File: src/hdl/box_iou_pair_core_macros.svh
// ----------------------------------------------------------------------------
// Box IoU pair core assertion macros
// Shared concurrent assertion wrappers for the box IoU pair core.
// ----------------------------------------------------------------------------
`ifndef BOX_IOU_PAIR_CORE_MACROS_SVH
`define BOX_IOU_PAIR_CORE_MACROS_SVH

`ifndef ASSERT_OFF

`define BIOU_ASSERT(lbl, ck, rn, prop) \
	lbl: assert property (@(posedge ck) disable iff (!rn) prop) \
		else $error("box_iou_pair_core: assertion failed");

`define BIOU_ASSERT_NEVER(lbl, ck, rn, cond) \
	lbl: assert property (@(posedge ck) disable iff (!rn) !(cond)) \
		else $error("box_iou_pair_core: forbidden condition seen");

`else

`define BIOU_ASSERT(lbl, ck, rn, prop)

`define BIOU_ASSERT_NEVER(lbl, ck, rn, cond)

`endif

`endif

File: src/hdl/biou_pkg.sv
// ----------------------------------------------------------------------------
// Box IoU pair package
// Fixed constants and status types shared by the box IoU pair pipeline.
// ----------------------------------------------------------------------------
package biou_pkg;

	localparam int EPS_WIDTH = 8;

	typedef struct packed {
		logic nov;
		logic bad;
		logic sat;
	} biou_flags_t;

endpackage

File: src/hdl/biou_union.sv
// ----------------------------------------------------------------------------
// Box IoU pair union stages
// Union area, its sign check and the saturation compare.
// ----------------------------------------------------------------------------
module biou_union import biou_pkg::*; #(
	parameter int PW = 36
) (
	input  logic                   clk,
	input  logic                   arst_n,
	input  logic                   v_in,
	input  logic                   nov_in,
	input  logic signed [PW-1:0]   inter_in,
	input  logic signed [PW-1:0]   area_b_in,
	input  logic signed [PW-1:0]   area_q_in,
	output logic                   v_s5,
	output biou_flags_t            flags_s5,
	output logic [PW+1:0]          rem_s5,
	output logic [PW+1:0]          div_s5
);

	localparam int UW = PW + 2;

	logic                 v_s3;
	logic                 v_s4;
	logic                 nov_s3;
	logic                 nov_s4;
	logic signed [PW:0]   sum_s3;
	logic signed [PW-1:0] inter_s3;
	logic signed [UW-1:0] ua_s4;
	logic signed [UW-1:0] inter_s4;
	logic                 bad;

	assign bad = ua_s4[UW-1] || (ua_s4 == '0);

	always_ff @(posedge clk or negedge arst_n) begin
		if (!arst_n) begin
			v_s3 <= 1'b0;
			v_s4 <= 1'b0;
			v_s5 <= 1'b0;
		end else begin
			v_s3 <= v_in;
			v_s4 <= v_s3;
			v_s5 <= v_s4;
		end
	end

	always_ff @(posedge clk) begin
		sum_s3       <= (PW+1)'(area_b_in) + (PW+1)'(area_q_in);
		inter_s3     <= inter_in;
		nov_s3       <= nov_in;
		ua_s4        <= UW'(sum_s3) - UW'(inter_s3);
		inter_s4     <= UW'(inter_s3);
		nov_s4       <= nov_s3;
		flags_s5.nov <= nov_s4;
		flags_s5.bad <= bad;
		flags_s5.sat <= !bad && (inter_s4 >= ua_s4);
		rem_s5       <= inter_s4;
		div_s5       <= ua_s4;
	end

endmodule

File: config.mk
export PLATFORM = sky130hd
export DESIGN_NAME = biou_union
export DESIGN_NICKNAME = d
export VERILOG_FILES = /design/src/hdl/box_iou_pair_core_macros.svh /design/src/hdl/biou_pkg.sv /design/src/hdl/biou_union.sv
export SDC_FILE = /design/constraint.sdc
export NUM_CORES = 1
export LEC_CHECK = 0
export ABC_AREA = 1
export BUFFER_PORTS_ARGS = -buffer_cell sky130_fd_sc_hd__buf_2
export CAP_MARGIN = 30
export CORE_MARGIN = 1.5
export CORE_UTILIZATION = 28
export DETAILED_ROUTE_END_ITERATION = 6
export PLACE_DENSITY = 0.49
export SLEW_MARGIN = 40
export SYNTH_ARGS = -nofsm -noshare
export SYNTH_HDL_FRONTEND = slang
export SYNTH_SLANG_ARGS = --single-unit
File: constraint.sdc
create_clock -name clk -period 2.3 [get_ports clk]
set_input_delay 0.115 -clock clk [delete_from_list [all_inputs] [get_ports clk]]
set_output_delay 0.115 -clock clk [all_outputs]
set_load 0.01 [all_outputs]
=== Word-level counts from Yosys, hierarchy flattened ===
Cells that the tools add are included.

* RAM bits: 0
* Output and inout bits: 80
* Memories kept: 0
* Input port bits: 112
* Latch bits: 0
* ROM bits: 0
* Logic and storage cells: 21
* Register bits after elaboration: 229

* Shift-type cells: 0
* Eq/ne operators: 0
* Multiplexer cells: 0
* Bitwise operators: 0
* Multiply operators: 0
* Order comparisons: 1
* Add/sub/neg operators: 2
* Reductions and logical operators: 4
* Divide/modulo/power cells: 0

{| class="wikitable"
|+ Operator list
! cell !! number
|-
| $ge A36 B38 Y1 || 1
|-
| $logic_not A38 Y1 || 1
|-
| $sub A37 B36 Y38 || 1
|-
| $add A36 B36 Y37 || 1
|-
| $logic_and A1 B1 Y1 || 1
|-
| $logic_not A1 Y1 || 1
|-
| $logic_or A1 B1 Y1 || 1
|}

=== Logic depth before layout (Yosys ltp) ===
* Depth in word-level cells: 4
* Gate-level depth with buffers: 16
* Depth with buffers taken out: 16

=== Worst setup path before layout ===
OpenSTA, ideal clock, no wires.

* Path kind: register to register
* Start point: reg sum_s3[0]
* End point: reg ua_s4[32]
* Arrival: 1.728 ns
* Stages on the path, launching flop included: 16
* Slack: 0.460 ns
* Data required time: 2.188 ns
* Library setup time: 0.112 ns
* Path buffers: 0
* Period minus slack after synthesis: 1.840 ns
* Cell sequence: dfxtp_1 -> inv_1 -> ha_1 -> fa_1 -> inv_1 -> nand3_1 -> nand2_2 -> nand2_1 -> nand2_2 -> nand2_1 -> nand2_2 -> nand3_2 -> nand2_2 -> nand2_1 -> nand3_1 -> nand2_1

* Cells in the longest elaborated chain, start to end: 1

{| class="wikitable"
|+ RTL lines
! what !! line !! source
|-
| start: declaration || biou_union.sv:27 || <nowiki>logic signed [PW:0] sum_s3;</nowiki>
|-
| start signal: assignment || biou_union.sv:48 || <nowiki>sum_s3 <= (PW+1)'(area_b_in) + (PW+1)'(area_q_in);</nowiki>
|-
| $sub A37 B36 Y38 || biou_union.sv:51 || <nowiki>ua_s4 <= UW'(sum_s3) - UW'(inter_s3);</nowiki>
|-
| end signal: assignment || biou_union.sv:51 ||
|-
| end: declaration || biou_union.sv:29 || <nowiki>logic signed [UW-1:0] ua_s4;</nowiki>
|}

Every way passes these cells.

=== Worst setup path after layout ===
* Start point: reg sum_s3[0]
* End point: reg ua_s4[24]

Same word-level chain as after synthesis.

==> flow_metrics.tcl <==
set metrics [dict create \
    status "finished, final reports clean" \
    grt-ovfl-total 0 \
    reg2reg_depth 15 \
    grt_pass1_wl_um 48200 \
    drive_gt1_share_pct 16.3 \
    cts_tree "yes" \
    power.total_mw 13.2 \
    dr_total_vias 9072 \
    clockRootBuffer "clkbuf_16" \
    yosys.area.top_type "dfxtp_1" \
    finalCritPeriodShare_pct 93.9 \
    path_clk_slew_ps 60 \
    fin_cells 2055 \
    async_flop_share_pct 1.31 \
    start_util_pct 28.5 \
    timing.rr.start "sum_s3[0]" \
    final_max_slew_viol_count 0 \
    yosys_warnings 0 \
    crit_slowest_cell "fa_1" \
    wire_per_inst_um 15.4 \
    antenna_cells 0 \
    p_per_area_nw_per_um2 998 \
    drt_iter0_drc 468 \
    cp_data_arrival_time_ps 2570 \
    first_pass_iters 5 \
    io_pins 192 \
    grt_max_degree 14 \
    maxCapViolations 0 \
    critPathMaxStageDelay_ps 410 \
    ys_seq_elements 229 \
    synthToLayoutAreaGrowth_pct 26.5 \
    rsz0062_at_grt "no" \
    rrSetupSlack_ps 140 \
    syn_area_um2 10500 \
    clk_latency_ps 520 \
    cts_buffers 24 \
    period_minus_slack_ps 2160 \
    synthTopCellsByArea "dfxtp_1, ha_1, nand2_1" \
    port_buffers 191 \
    clock-sinks 229 \
    dieArea_um2 38500 \
    yosysMostFrequentCell "nand2_1" \
    synth_cells 1307 \
    clock_skew_ps 9.93 \
    first_global_vias 8909 \
    path_buf_inv 2 \
    timing.fmax_mhz 463 \
    post-route-util_pct 36.1 \
    hold_violations 0 \
    leakagePower_nw 6.58 \
    maxSlewHeadroom_pct 62.6 \
    grt_antenna_before_repair 0 \
    hpwlAfterDp_um 26900 \
    worst_pin_slew_ps 556 \
    drc 0 \
    clockBufferDepth 3 \
    die_w_um 196 \
    ant_nets 0 \
    dp_cells 1971 \
    synth-seq-area-share_pct 43.9 \
    post_cts_buffers 0 \
    hp-start "area_q_in[9]" \
    synth_top_area_share_pct 43.2 \
    cp-end-kind "flip-flop" \
    place_ws_ps 148 \
    crit_type "reg -> reg" \
    crit_fanout 4 \
    final_nets 1798 \
    cp_top_family "simple AND/OR/NAND/NOR gates" \
    cp_data_required_time_ps 2710 \
    rows 70 \
    synth_ff_type "dfxtp_1" \
    whs_endpoint "sum_s3[9]" \
    timing.rr.end "ua_s4[24]" \
    cp_cell_sequence "inv_1 > ha_1 > fa_1 > inv_1 > nand3_1 > nand2_2 > nand2_1 > nand2_2 > nand2_1 > nand2_2 > nand3_2 > nand2_2 > nand2_1 > nand3_1 > nand2_1" \
    totalWireLength_um 31600 \
    setup_viol 0 \
    critPathLaunchType "flip-flop" \
    gp_congestion 0.859 \
    whs_path_depth 3 \
    hold_path.class "in -> reg" \
    core_um2 36700 \
    synth_top_cells_by_count "nand2_1, dfxtp_1, inv_1" \
    crit_start "sum_s3[0]" \
    layout_setup_ws_ps 140 \
    syn-num-nets 1532 \
    viasPerCell 4.41 \
    syn_area_per_cell_um2 8.01 \
    final.setup.tns_ps 0 \
    htree_levels 1 \
    synth_cell_types 33 \
    ir_drop_v 0.000503 \
    die_h_um 196 \
    grtUsageTotal_pct 16.2 \
    synth_edf_count 0 \
]
==> kinds of logic after synthesis <==
group           synth area share, %
buf+inv                        6.06
compound gates                 10.2
fa+ha+maj                      13.7
flops                          43.9
simple gates                   22.4
xor+xnor                       3.68
==> metal layers <==
| metal | vias up | track usage, % | wire, µm |
|---|---|---|---|
| met5 | - | 0 | 0 |
| met4 | 0 | 4.44 | 612 |
| met3 | 39 | 1.63 | 1310 |
| met2 | 233 | 26.1 | 13700 |
| met1 | 4003 | 23.0 | 16000 |
| li1 | 4797 | - | - |
==> worst min-delay path: stages <==
cell    delay, ps
buf_2          80
ha_1          200
xor2_1         90
==> what timing repair did <==
| item | 4_1_cts | 5_1_grt |
|---|---|---|
| resized for setup | 0 | 2 |
| endpoints found under the setup margin | 0 | 5 |
| hold endpoints to repair | 43 | 0 |
| hold buffers | 44 | 0 |
==> power breakdown <==
| group | total, mW | switching [mW] | internal, mW |
|---|---|---|---|
| clock | 3.70 | 1.51 | 2.19 |
| sequential | 5.41 | 0.543 | 4.87 |
| combinational | 4.10 | 2.56 | 1.53 |
==> worst max-delay path by stage <==
stage                            to  slack [ps]  cells after the start
after global routing      ua_s4[22]           3                     12
after floorplan           ua_s4[32]         460                     15
after global placement    ua_s4[22]         110                     12
after detailed placement  ua_s4[24]         150                     15
after CTS                 ua_s4[29]         130                     12
final                     ua_s4[24]         140                     15
==> layout make-up <==
cell class	instances	area (µm²)
Clock buffer	35	693
Sequential cell	229	4600
Clock inverter	5	56.3
Multi-Input combinational cell	911	5240
Inverter	165	619
Fill cell	3901	23500
Tap cell	468	586
Timing Repair Buffer	242	1450
==> sequential cells by signal (all words and copies together), names as in the netlist <==
register and count:
v_s3 1, inter_s3 36, div_s5 38, nov_s3 1, ua_s4 38, sum_s3 37, v_s5 1, flags_s5 3
inter_s4 36, nov_s4 1, rem_s5 36, v_s4 1
==> metrics by stage <==
| stage | hold WS (ps) | cell area, µm² |
|---|---|---|
| 5_1_grt | 32.7 | 13200 |
| 3_3_place_gp | -85.4 | 12000 |
| 2_1_floorplan | -181 | 10500 |
| 4_1_cts | 4.25 | 13200 |
| 3_5_place_dp | -85.2 | 12000 |
| 6_report | 19.8 | 13200 |
==> cells in the final DEF (no fill, tap or decap), types with 8 or more instances in the layout <==
| cell type | instances |
|---|---|
| nor3_1 | 25 |
| nand3_1 | 55 |
| dlygate4sd3_1 | 44 |
| buf_2 | 191 |
| o21ai_0 | 54 |
| a21oi_1 | 115 |
| inv_1 | 165 |
| nand2_1 | 303 |
| clkbuf_16 | 25 |
| ha_1 | 111 |
| xor2_1 | 35 |
| o21a_1 | 8 |
| nand2_2 | 14 |
| nor2_1 | 121 |
| nand4_1 | 13 |
| xnor2_1 | 9 |
| a21o_1 | 8 |
| dfxtp_1 | 226 |
| nor4_1 | 8 |
Note: power is estimated with default switching activity, not from simulation.
