--- config.mk ---
export PLATFORM = sky130hd
export DESIGN_NAME = biou_geom
export DESIGN_NICKNAME = d
export VERILOG_FILES = /design/src/hdl/box_iou_pair_core_macros.svh /design/src/hdl/biou_pkg.sv /design/src/hdl/biou_geom.sv
export SDC_FILE = /design/constraint.sdc
export NUM_CORES = 2
export LEC_CHECK = 0
export BUFFER_PORTS_ARGS = -buffer_cell sky130_fd_sc_hd__buf_2
export CAP_MARGIN = 10
export CORE_MARGIN = 1.5
export CORE_UTILIZATION = 55
export DETAILED_ROUTE_END_ITERATION = 12
export GPL_TIMING_DRIVEN = 0
export PLACE_DENSITY_LB_ADDON = 0.15
export SLEW_MARGIN = 20
export SYNTH_ARGS = -nofsm -noshare
export SYNTH_HDL_FRONTEND = slang
export SYNTH_SLANG_ARGS = --single-unit
--- constraint.sdc ---
create_clock -name clk -period 13.25 [get_ports clk]
set_input_delay 2.65 -clock clk [delete_from_list [all_inputs] [get_ports clk]]
set_output_delay 2.65 -clock clk [all_outputs]
set_load 0.02 [all_outputs]
--- src/hdl/box_iou_pair_core_macros.svh ---
// ----------------------------------------------------------------------------
// Box IoU pair core assertion macros
// Shared concurrent assertion wrappers for the box IoU pair core.
// ----------------------------------------------------------------------------
`ifndef BOX_IOU_PAIR_CORE_MACROS_SVH
`define BOX_IOU_PAIR_CORE_MACROS_SVH

`ifndef ASSERT_OFF

`define BIOU_ASSERT(lbl, ck, rn, prop) \
	lbl: assert property (@(posedge ck) disable iff (!rn) prop) \
		else $error("box_iou_pair_core: assertion failed");

`define BIOU_ASSERT_NEVER(lbl, ck, rn, cond) \
	lbl: assert property (@(posedge ck) disable iff (!rn) !(cond)) \
		else $error("box_iou_pair_core: forbidden condition seen");

`else

`define BIOU_ASSERT(lbl, ck, rn, prop)

`define BIOU_ASSERT_NEVER(lbl, ck, rn, cond)

`endif

`endif

--- src/hdl/biou_pkg.sv ---
// ----------------------------------------------------------------------------
// Box IoU pair package
// Fixed constants and status types shared by the box IoU pair pipeline.
// ----------------------------------------------------------------------------
package biou_pkg;

	localparam int EPS_WIDTH = 8;

	typedef struct packed {
		logic nov;
		logic bad;
		logic sat;
	} biou_flags_t;

endpackage

--- src/hdl/biou_geom.sv ---
// ----------------------------------------------------------------------------
// Box IoU pair geometry stages
// Overlap extents, widened box extents and the three area products.
// ----------------------------------------------------------------------------
module biou_geom import biou_pkg::*; #(
	parameter int CW = 16
) (
	input  logic                           clk,
	input  logic                           arst_n,
	input  logic                           in_valid,
	input  logic [EPS_WIDTH-1:0]           eps,
	input  logic signed [CW-1:0]           box_x1,
	input  logic signed [CW-1:0]           box_y1,
	input  logic signed [CW-1:0]           box_x2,
	input  logic signed [CW-1:0]           box_y2,
	input  logic signed [CW-1:0]           query_x1,
	input  logic signed [CW-1:0]           query_y1,
	input  logic signed [CW-1:0]           query_x2,
	input  logic signed [CW-1:0]           query_y2,
	output logic                           v_s2,
	output logic                           nov_s2,
	output logic signed [2*(CW+2)-1:0]     inter_s2,
	output logic signed [2*(CW+2)-1:0]     area_b_s2,
	output logic signed [2*(CW+2)-1:0]     area_q_s2
);

	localparam int DW = CW + 2;
	localparam int PW = 2 * DW;

	logic signed [CW:0]   eps_c;
	logic signed [DW-1:0] eps_d;
	logic signed [CW:0]   qx1_e;
	logic signed [CW:0]   qy1_e;
	logic signed [CW:0]   lo_x;
	logic signed [CW:0]   lo_y;
	logic signed [CW-1:0] hi_x;
	logic signed [CW-1:0] hi_y;

	logic                 v_s1;
	logic signed [DW-1:0] iw_s1;
	logic signed [DW-1:0] ih_s1;
	logic signed [DW-1:0] dxb_s1;
	logic signed [DW-1:0] dyb_s1;
	logic signed [DW-1:0] dxq_s1;
	logic signed [DW-1:0] dyq_s1;

	logic signed [PW-1:0] inter_p;
	logic signed [PW-1:0] area_b_p;
	logic signed [PW-1:0] area_q_p;

	assign eps_c = $signed((CW+1)'(eps));
	assign eps_d = $signed(DW'(eps));
	assign qx1_e = (CW+1)'(query_x1) + eps_c;
	assign qy1_e = (CW+1)'(query_y1) + eps_c;

	always_comb begin
		lo_x = ((CW+1)'(box_x1) > qx1_e) ? (CW+1)'(box_x1) : qx1_e;
		lo_y = ((CW+1)'(box_y1) > qy1_e) ? (CW+1)'(box_y1) : qy1_e;
		hi_x = (box_x2 < query_x2) ? box_x2 : query_x2;
		hi_y = (box_y2 < query_y2) ? box_y2 : query_y2;
	end

	assign inter_p  = iw_s1 * ih_s1;
	assign area_b_p = dxb_s1 * dyb_s1;
	assign area_q_p = dxq_s1 * dyq_s1;

	always_ff @(posedge clk or negedge arst_n) begin
		if (!arst_n) begin
			v_s1 <= 1'b0;
			v_s2 <= 1'b0;
		end else begin
			v_s1 <= in_valid;
			v_s2 <= v_s1;
		end
	end

	always_ff @(posedge clk) begin
		iw_s1     <= DW'(hi_x) - DW'(lo_x);
		ih_s1     <= DW'(hi_y) - DW'(lo_y);
		dxb_s1    <= DW'(box_x2) - DW'(box_x1) + eps_d;
		dyb_s1    <= DW'(box_y2) - DW'(box_y1) + eps_d;
		dxq_s1    <= DW'(query_x2) - DW'(query_x1) + eps_d;
		dyq_s1    <= DW'(query_y2) - DW'(query_y1) + eps_d;
		nov_s2    <= iw_s1[DW-1] || (iw_s1 == '0) || ih_s1[DW-1] || (ih_s1 == '0);
		inter_s2  <= inter_p;
		area_b_s2 <= area_b_p;
		area_q_s2 <= area_q_p;
	end

endmodule

== Yosys cells after proc, flatten, opt, wreduce, memory -nomap -nowiden ==
Index checks and enable logic that the tools add are counted.

* Flip-flop bits (word level): 219
* Input port bits: 139
* Output and inout bits: 110
* Word-level logic and storage cells: 40

* Add/subtract/negate cells: 12
* Multiply operators: 3
* $lt $le $gt $ge: 4
* Mux-type cells: 4
* Reductions and logical operators: 5

{| class="wikitable"
|+ Operators by type and width
! cell !! number
|-
| 18-bit by 18-bit multiplier with 36-bit output || 3
|-
| 17-bit by 9-bit adder with 18-bit output || 4
|-
| 16-bit by 16-bit subtractor with 17-bit output || 4
|-
| 18-bit zero test || 2
|-
| 16-bit by 17-bit subtractor with 18-bit output || 2
|-
| 16-bit by 9-bit adder with 17-bit output || 2
|-
| 16-bit by 17-bit > comparator with 1-bit output || 2
|-
| 17-bit two-way mux || 2
|-
| 16-bit < comparator || 2
|-
| 16-bit two-way mux || 2
|-
| 1-bit logical OR || 3
|}

== Depth between registers and ports, before layout ==
* Depth in word-level cells: 4
* Depth in mapped cells: 36
* Depth with buffers taken out: 35

== Worst setup path before layout ==
Ideal clock, no wire load.

* Kind: in2reg
* From: input eps[1]
* To: register ih_s1[16]
* Library setup time: 122 ps
* Data arrival time: 8368 ps
* Slack: 4760 ps
* Stages: 33
* Path buffers: 1
* Cells stage by stage: inv_1 -> fa_1 -> o21ba_2 -> o21ai_0 -> a21oi_1 -> o21ai_0 -> a21oi_1 -> nor2_1 -> nor2_1 -> nor3_1 -> xnor2_1 -> ha_1 -> a21o_1 -> a21oi_1 -> nor2b_1 -> o21ai_0 -> nand2b_1 -> a32oi_1 -> a22oi_1 -> nand2_1 -> clkbuf_1 -> o21ai_0 -> ha_1 -> fa_1 -> nor2b_1 -> o21ai_0 -> a21boi_0 -> o21ai_0 -> a21boi_0 -> o21ai_0 -> a31oi_1 -> nor2_1 -> a311o_1

* Word-level cells in the longest chain between the ends: 4

{| class="wikitable"
|+ Ends and longest elaborated chain
! item !! line !! RTL
|-
| start: declaration || biou_geom.sv:11 || <nowiki>input logic [EPS_WIDTH-1:0] eps,</nowiki>
|-
| 16-bit by 9-bit adder with 17-bit output * || biou_geom.sv:54 || <nowiki>assign qy1_e = (CW+1)'(query_y1) + eps_c;</nowiki>
|-
| 16-bit by 17-bit > comparator with 1-bit output || biou_geom.sv:58 || <nowiki>lo_y = ((CW+1)'(box_y1) > qy1_e) ? (CW+1)'(box_y1) : qy1_e;</nowiki>
|-
| 17-bit two-way mux * || biou_geom.sv:58 ||
|-
| 16-bit by 17-bit subtractor with 18-bit output * || biou_geom.sv:79 || <nowiki>ih_s1 <= DW'(hi_y) - DW'(lo_y);</nowiki>
|-
| end signal: assignment || biou_geom.sv:79 ||
|-
| end: declaration || biou_geom.sv:41 || <nowiki>logic signed [DW-1:0] ih_s1;</nowiki>
|}

Mark *: on every way between the ends. The rest lies on a longest branch, timed or not.

== Final worst setup path ==
* From: input eps[1]
* To: register iw_s1[16]

* Word-level cells in the longest chain between the ends: 4

{| class="wikitable"
|+ Ends and longest elaborated chain
! item !! line !! RTL
|-
| 16-bit by 9-bit adder with 17-bit output * || biou_geom.sv:53 || <nowiki>assign qx1_e = (CW+1)'(query_x1) + eps_c;</nowiki>
|-
| 16-bit by 17-bit > comparator with 1-bit output || biou_geom.sv:57 || <nowiki>lo_x = ((CW+1)'(box_x1) > qx1_e) ? (CW+1)'(box_x1) : qx1_e;</nowiki>
|-
| 17-bit two-way mux * || biou_geom.sv:57 ||
|-
| 16-bit by 17-bit subtractor with 18-bit output * || biou_geom.sv:78 || <nowiki>iw_s1 <= DW'(hi_x) - DW'(lo_x);</nowiki>
|-
| end signal: assignment || biou_geom.sv:78 ||
|-
| end: declaration || biou_geom.sv:40 || <nowiki>logic signed [DW-1:0] iw_s1;</nowiki>
|}

Marks and branches as above.

==> results_dict.tcl <==
set metrics [dict create \
    r2r-start "dxq_s1[11]" \
    ys_seq_elements 219 \
    postCtsSetupRepairBufs 0 \
    gp_congestion 0.967 \
    timing.rr.end "area_q_s2[35]" \
    die_area_um2 91000 \
    worst-path-buf-inv 3 \
    clockBufferDepth 3 \
    io_buffers 248 \
    crit_top_cell "a21oi_1" \
    critPathMaxStageDelay_ps 650 \
    cts_sinks 219 \
    critPathMaxFanout 10 \
    largestRegisters "area_b_s2: 36 flops, area_q_s2: 36 flops, inter_s2: 36 flops" \
    antenna_found_initial 40 \
    ys.flop_type "dfxtp_1" \
    syn_nets 7044 \
    rows 109 \
    hpwl_um 113000 \
    grt_usage 0.304 \
    syn_inst 5371 \
    finalClockSkew_ps 28.7 \
    fin_crit_ps 9670 \
    whs_endpoint "v_s2" \
    overflow 0 \
    syn_area_um2 49100 \
    final_common_cell "inv_1" \
    critPathKind "primary input to register" \
    remaining_drc_errors 0 \
    wl_per_cell_um 19.1 \
    status "finished clean" \
    io_pins 249 \
    die_h_um 302 \
    max_freq_ghz 0.103 \
    area.growth.synth_to_final_pct 7.99 \
    grt_pass1_vias 38000 \
    numCtsBuffers 34 \
    hold_start "v_s1" \
    cts_tree "built" \
    vias_per_cell 5.31 \
    path_delay_family "compound AO/OA/AOI/OAI gates" \
    hp-class "register to register" \
    cts.root.buffer_cell "clkbuf_16" \
    critPathSlowestCell "o31ai_1" \
    final_cell_mix "1271 x inv_1, 1023 x fa_1, 671 x nand2_1" \
    hold_violations 0 \
    drt_first_pass_iters 6 \
    crit_arrival_ps 10150 \
    r2r_slack_ps 5310 \
    async_flop_share 0.00913 \
    clk_pin_slew_ps 60 \
    grt_start_max_net_pins 14 \
    maxSlewHeadroom 0.382 \
    cts_htree_levels 2 \
    grt_pass1_wl_um 210000 \
    cp.required_ps 13720 \
    cap_viol_max_count 0 \
    drt-initial-drc-count 2429 \
    slew_viol_final 0 \
    synth_cell_types 71 \
    layout.nets 7328 \
    clock_latency_ps 600 \
    routed_wl_um 132000 \
    initial_core_util 0.555 \
    worstMarginPinSlew_ps 915 \
    holdPathStages 0 \
    start_kind "primary input" \
    rsz0062_at_grt "no" \
    drive_gt1_frac 0.0637 \
    fp.dieW_um 302 \
    yosys_warnings 0 \
    r2r_cells 24 \
    cts_resized 0 \
    utilization 0.599 \
    avgSynthCellArea_um2 9.13 \
    tns_ps 0 \
    ant_nets 0 \
    synth-edff-count 0 \
    period_share 0.730 \
    setup_viol 0 \
    cts_hold_buf 0 \
    yosysSeqAreaShare 0.0896 \
    num_vias 36500 \
    critPathCaptureType "register" \
    coreArea_um2 88400 \
]
[stage by stage]
stage                     area, um2  hold slack [ps]  instances  setup slack (ps)
after floorplan               49100              331       5371              4760
after global placement        51800              344       6784              3220
after detailed placement      51800              344       6784              3190
after CTS                     52900              373       6846              3740
after global routing          52900              378       6861              2980
final                         53000              365       6875              3580
[cell usage after synthesis, types with 6 or more instances]
library cell,number,area share
clkbuf_1,177,0.014
a211o_1,6,0.0011
xor2_1,44,0.0079
fa_1,1023,0.42
inv_1,1271,0.097
nand2_1,671,0.051
a21o_1,84,0.013
nor2b_1,35,0.0045
o31ai_1,6,0.00092
nand4_1,19,0.0024
nand3_1,28,0.0029
o21ai_0,115,0.012
nor3_1,35,0.0036
a21oi_1,135,0.014
nand2b_1,62,0.0079
o211ai_1,16,0.0024
dfxtp_1,217,0.089
and3_1,11,0.0014
and2_1,347,0.044
nor2_1,150,0.011
nor4_1,12,0.0015
mux2_2,38,0.0087
buf_1,6,0.00046
xnor2_1,164,0.029
mux2i_1,23,0.0047
o21bai_1,23,0.0035
a31oi_1,13,0.0017
o21a_1,19,0.0029
ha_1,511,0.13
a21boi_0,18,0.0028
a211oi_1,15,0.0023
[worst max path at each step]
stage / from / to / slack (ps) / depth (start not counted)
final: eps[1] / iw_s1[16] / 3580 / 33
after global routing: eps[1] / iw_s1[16] / 2980 / 33
after CTS: eps[1] / iw_s1[16] / 3740 / 33
after detailed placement: eps[1] / iw_s1[16] / 3190 / 33
after global placement: eps[1] / iw_s1[16] / 3220 / 33
after floorplan: eps[1] / ih_s1[16] / 4760 / 33
[metal layers]
metal | GRT usage | routed length, um | up-vias
li1 | - | - | 16700
met1 | 0.419 | 55900 | 18200
met2 | 0.479 | 59500 | 1274
met3 | 0.0571 | 11500 | 234
met4 | 0.107 | 4620 | 14
met5 | 0 | 86 | -
[worst register-to-register path, delay by kind of cell, from the launching register on]
family / cells / cell delay [ps]
flops: 1 / 330
buf+inv: 7 / 1440
xor+xnor: 1 / 120
compound gates: 6 / 2070
simple gates: 3 / 480
fa+ha+maj: 7 / 3380
[layout make-up]
type                    count  area [um2]
flip-flops and latches    219        4390
well taps                1165        1460
plain buffers             187         719
repair buffers            248        1240
clock buffers              43         925
clock inverters            19         221
diodes                     29        72.6
fillers                  7891       35400
multi-input cells        3694       39200
inverters                1271        4770
[cell families after synthesis]
kind of cell    after synthesis  share of synthesized area
simple gates               1390                      0.134
buf+inv                    1458                      0.112
xor+xnor                    208                     0.0371
fa+ha+maj                  1534                      0.548
mux                          63                     0.0139
compound gates              499                     0.0654
flops                       219                     0.0896
Power is left out: the tool's default activity adds up to more than one toggle a clock period on the data nets, which glitch-free logic cannot reach.
